--- config.mk ---
export PLATFORM = sky130hd
export DESIGN_NAME = pipt_edge
export DESIGN_NICKNAME = d
export VERILOG_FILES = /design/src/rtl/pipt_pkg.sv /design/src/rtl/pipt_edge.sv
export SDC_FILE = /design/constraint.sdc
export NUM_CORES = 2
export LEC_CHECK = 0
export ABC_CLOCK_PERIOD_IN_PS = 27700
export BUFFER_PORTS_ARGS = -buffer_cell sky130_fd_sc_hd__buf_2
export CORE_MARGIN = 2
export CORE_UTILIZATION = 62
export DETAILED_ROUTE_END_ITERATION = 16
export PLACE_DENSITY = 0.8
export RECOVER_POWER = 25
export SLEW_MARGIN = 5
export SYNTH_ARGS = -nofsm -noshare
export SYNTH_HDL_FRONTEND = slang
export SYNTH_SLANG_ARGS = --single-unit
export TNS_END_PERCENT = 50
--- constraint.sdc ---
create_clock -name vclk -period 27.7
set_input_delay 0 -clock vclk [all_inputs]
set_output_delay 0 -clock vclk [all_outputs]
set_load 0.005 [all_outputs]
--- src/rtl/pipt_pkg.sv ---
package pipt_pkg;

    // Geometry limits
    localparam int MAX_VERTICES = 8;
    localparam int COORD_WIDTH  = 20;
    localparam int PAIR_REGS    = 4;
    localparam int REG_VERTICES = 2 * PAIR_REGS;
    localparam int LANES        = (MAX_VERTICES < REG_VERTICES) ? MAX_VERTICES : REG_VERTICES;

    // Field and datapath widths
    localparam int VTX_W    = 16;                 // signed Q8.8 vertex offset
    localparam int PAIR_W   = 4 * VTX_W;          // one vertex pair register
    localparam int CNT_W    = 4;                  // vertex count and crossing count
    localparam int CFG_IDX_W = 3;
    localparam int PT_W     = COORD_WIDTH + 1;    // query relative to object
    localparam int DX_W     = PT_W + 1;           // point minus vertex
    localparam int DV_W     = VTX_W + 1;          // vertex minus vertex
    localparam int PROD_W   = DX_W + DV_W;        // exact cross product term

    // Configuration register indexes
    typedef enum logic [CFG_IDX_W-1:0] {
        REG_VERTEX_COUNT = 3'd0,
        REG_PAIR_0       = 3'd1,
        REG_PAIR_1       = 3'd2,
        REG_PAIR_2       = 3'd3,
        REG_PAIR_3       = 3'd4
    } t_cfg_reg;

    // Input word
    typedef struct packed {
        logic signed [COORD_WIDTH-1:0] query_x;
        logic signed [COORD_WIDTH-1:0] query_y;
        logic signed [COORD_WIDTH-1:0] object_x;
        logic signed [COORD_WIDTH-1:0] object_y;
    } t_in_word;

    // Result word
    typedef struct packed {
        logic             inside_res;
        logic [CNT_W-1:0] crossing_count;
    } t_out_word;

endpackage

--- src/rtl/pipt_edge.sv ---
module pipt_edge (
    input  logic                              i_active,
    input  logic signed [pipt_pkg::PT_W-1:0]  i_px,
    input  logic signed [pipt_pkg::PT_W-1:0]  i_py,
    input  logic signed [pipt_pkg::VTX_W-1:0] i_xi,
    input  logic signed [pipt_pkg::VTX_W-1:0] i_yi,
    input  logic signed [pipt_pkg::VTX_W-1:0] i_xj,
    input  logic signed [pipt_pkg::VTX_W-1:0] i_yj,
    output logic                              o_hit
);
    import pipt_pkg::*;

    logic signed [DV_W-1:0]   w_d;
    logic signed [DV_W-1:0]   w_ex;
    logic signed [DX_W-1:0]   w_dx;
    logic signed [DX_W-1:0]   w_ey;
    logic signed [PROD_W-1:0] w_lhs;
    logic signed [PROD_W-1:0] w_rhs;
    logic                     w_straddle;

    // Edge differences and the two cross-multiplied terms
    always_comb begin
        w_d        = DV_W'(i_yj) - DV_W'(i_yi);
        w_ex       = DV_W'(i_xj) - DV_W'(i_xi);
        w_dx       = DX_W'(i_px) - DX_W'(i_xi);
        w_ey       = DX_W'(i_py) - DX_W'(i_yi);
        w_lhs      = PROD_W'(w_dx) * PROD_W'(w_d);
        w_rhs      = PROD_W'(w_ex) * PROD_W'(w_ey);
        w_straddle = (PT_W'(i_yi) > i_py) != (PT_W'(i_yj) > i_py);
    end

    // Flip the compare when the edge runs downward
    assign o_hit = i_active && w_straddle
                   && (w_d[DV_W-1] ? (w_lhs > w_rhs) : (w_lhs < w_rhs));

endmodule

# Word level (Yosys, flattened, before mapping)
# Index checks and enable logic that the tools add are counted.
[classes]
n_addsub = 4
mul = 2
magnitude_cmp = 4
eq_ne = 1
muxes = 1
reduce_logical = 2
[ops]
columns = ["cell", "n"]
rows = [
  ["21-bit by 16-bit subtractor with 22-bit output", 2],
  ["16-bit by 21-bit greater-than comparator with 1-bit output", 2],
  ["39-bit greater-than comparator", 1],
  ["39-bit < comparator", 1],
  ["17-bit by 22-bit multiplier with 39-bit output", 1],
  ["22-bit by 17-bit multiplier with 39-bit output", 1],
  ["16-bit by 16-bit subtractor with 17-bit output", 2],
  ["1-bit logical AND", 2],
  ["1-bit 2-to-1 mux", 1],
  ["1-bit inequality test", 1],
]
[word_totals]
register_bits = 0
inputBits = 107
word_cells = 14

# Logic depth before layout (Yosys ltp)
[logic_depth]
depth_word = 5
mapped_depth = 43

# Worst setup path after synthesis
# OpenSTA, ideal clock, no wires.
[synth_timing]
path_kind = "input-to-output"
startpoint = "input port i_py[0] (netlist name)"
endpoint = "output port o_hit"
arrival_ns = 9.278
t_required_ns = 27.700
path_slack_ns = 18.422
stages = 40
path_buffers = 1
path_cell_list = "inv_1 > ha_1 > inv_1 > fa_1 > a21oi_1 > o21bai_1 > or4b_1 > nand2_1 > nand2_1 > a21oi_1 > xnor2_1 > clkbuf_1 > nand2_1 > fa_1 > inv_1 > fa_1 > inv_1 > fa_1 > [... 4 more ...] > fa_1 > inv_1 > ha_1 > a21oi_1 > nand2_1 > a221oi_1 > a21boi_0 > o31a_1 > o31ai_1 > nand2_1 > ha_1 > nand2_1 > o21ai_0 > o311a_1 > o32a_1 > o21ba_1 > or4_1 > a21oi_1"
[synth_via]
elab_chain_len = 5
[synth_rtl]
columns = ["element", "line", "text"]
rows = [
  ["start: declaration", "pipt_edge.sv:4", "input logic signed [pipt_pkg::PT_W-1:0] i_py,"],
  ["21-bit by 16-bit subtractor with 22-bit output", "pipt_edge.sv:26", "w_ey = DX_W'(i_py) - DX_W'(i_yi);"],
  ["17-bit by 22-bit multiplier with 39-bit output", "pipt_edge.sv:28", "w_rhs = PROD_W'(w_ex) * PROD_W'(w_ey);"],
  ["39-bit < comparator / 39-bit greater-than comparator (equally long branches)", "pipt_edge.sv:34", "&& (w_d[DV_W-1] ? (w_lhs > w_rhs) : (w_lhs < w_rhs));"],
  ["1-bit 2-to-1 mux", "pipt_edge.sv:34", ""],
  ["1-bit logical AND (*)", "pipt_edge.sv:34", ""],
  ["end: declaration", "pipt_edge.sv:9", "output logic o_hit"],
]
# Every way passes the cells marked *; elsewhere a longest branch is shown, timed or not.

# Worst setup path after layout
# Ends and elaborated chain as after synthesis.

==> results_dict.tcl <==
set metrics [dict create \
    yosysWarningCount 0 \
    synth.avg_cell_area_um2 8.58 \
    tns_ns 0 \
    rows 82 \
    syn_area_um2 31700 \
    grt_pass1_vias 27900 \
    die-area_um2 53000 \
    dr.pass1.iters 6 \
    critPathBufInv 6 \
    via_count 26100 \
    path_max_fanout 8 \
    synthTopCellsByCount "848 x inv_1, 746 x fa_1, 431 x nand2_1" \
    cp-start-kind "primary input" \
    n_clock_buffer 0 \
    placed_cells 4440 \
    rsz0062_at_grt "no" \
    ys_seq_area_share_pct 0 \
    n_sequential_cell 0 \
    finalCritPeriodShare_pct 41.2 \
    ant_nets 0 \
    max_freq_mhz 87.7 \
    drt_wl_total_um 91500 \
    cp-end-kind "primary output" \
    crit_path_max_incr_delay_ns 0.86 \
    coreArea_um2 50300 \
    postCtsSetupRepairBufs 0 \
    die_height_um 230 \
    globalplace.congestion 1.01 \
    hp-class "primary input to primary output" \
    path_class "primary input to primary output" \
    route.detailed.drc 0 \
    fill_cells 4228 \
    routedWlPerCell_um 20.6 \
    critPathMostFrequentCell "fa_1" \
    instances_no_fill 4441 \
    report.final.slew_viol_count 0 \
    drtIter0Drc 2247 \
    grt_pass1_wl_um 147000 \
    multi_input_area_um2 28200 \
    hpwl_um 76400 \
    synth_nets 4870 \
    design_area_um2 33300 \
    cp.required_ns 27.70 \
    grt-ovfl-total 0 \
    io_pins 108 \
    floorplan.initialDensity_pct 63.1 \
    grt_max_degree 24 \
    area_growth_syn_to_layout_pct 5.04 \
    synth.area.top_cells "fa_1 47%, ha_1 13%, inv_1 10%" \
    seq_area_um2 0 \
    fin_crit_ns 11.40 \
    slowest_stage "xnor2_1" \
    synth_top_area_share_pct 47.1 \
    yosysTopAreaCell "fa_1" \
    ctsHoldBuffers 0 \
    port_buffers 108 \
    nets 4947 \
    max-slew-margin-rel_pct 10.2 \
    maxCapViolations 0 \
    yosysUniqueCellTypes 82 \
    placed_area_um2 33300 \
    cp_top_family "adder cells" \
    grt_usage_pct 36.0 \
    drive_above_1_share_pct 6.18 \
    yosysMostFrequentCell "inv_1" \
    fin_util_pct 66.2 \
    hold_viol_final 0 \
    synthCells 3693 \
    die-width_um 230 \
    setup_viol 0 \
    post_drt_via_cell_ratio 5.89 \
    critPathArrivalTime_ns 11.40 \
    antenna_found_initial 2 \
    tightest_slew_ns 1.34 \
    status "complete, no violations" \
    cts_resized 0 \
]
==> layer usage <==
layer,vias up,part of all wire (%),GRT usage (%)
met2,1573,44,55.5
met3,373,13,10.8
met4,0,6.2,17.7
met5,-,0,0
met1,12800,37,46.6
li1,11400,-,-
==> logic make-up (layout without fill, tap and decap cells) <==
group           after synthesis  in the layout  synth area share (%)
fa+ha+maj                  1070           1070                  59.9
compound gates              432            432                  8.98
other cells                   0              1                     0
buf+inv                     952           1027                  11.4
mux                           6              6                 0.193
simple gates               1070           1070                  14.9
xor+xnor                    163            163                  4.63
==> placed cells by master, fill, tap and decap left out, types with 6 or more instances in the layout <==
cell type / netlist / routed
a211o_1: 6 / 6
a211oi_1: 19 / 18
a21boi_0: 6 / 6
a21o_1: 54 / 54
a21oi_1: 124 / 122
a21oi_2: 5 / 7
a221oi_1: 6 / 6
a31oi_1: 14 / 14
and2_1: 28 / 28
and3_1: 13 / 13
buf_2: 16 / 108
buf_4: 1 / 69
fa_1: 746 / 746
ha_1: 324 / 324
inv_1: 848 / 848
nand2_1: 431 / 431
nand2b_1: 54 / 54
nand3_1: 29 / 29
nand4_1: 19 / 19
nor2_1: 351 / 351
nor2b_1: 60 / 60
nor3_1: 26 / 26
nor4_1: 6 / 6
o211ai_1: 9 / 9
o21a_1: 23 / 23
o21ai_0: 78 / 78
o21bai_1: 17 / 17
o31ai_1: 11 / 11
or2_2: 15 / 15
or3_1: 12 / 12
xnor2_1: 107 / 99
xnor2_2: 1 / 9
xor2_1: 52 / 48
xor2_2: 2 / 6
==> metrics by stage <==
stage               setup WS (ns)  hold WS [ns]
finish                      16.30         0.500
global route                15.79         0.524
CTS                         16.88         0.495
detailed placement          16.93         0.491
global placement            17.15         0.498
floorplan                   18.42         0.138
==> final cells by class <==
cell class	count	share of cell area [%]
multi-input combinational	2741	84.7
inverter	850	9.58
timing repair buffer	177	3.18
tap	672	2.53
antenna	1	0.00752
==> final timing paths <==
| kind | end | startpoint | slack [ns] | cells past startpoint |
|---|---|---|---|---|
| max | o_hit | i_py[0] | 16.30 | 39 |
| min | o_hit | i_active | 0.50 | 4 |
Power is left out: the tool's default activity adds up to more than one toggle a clock period on the data nets, which glitch-free logic cannot reach.
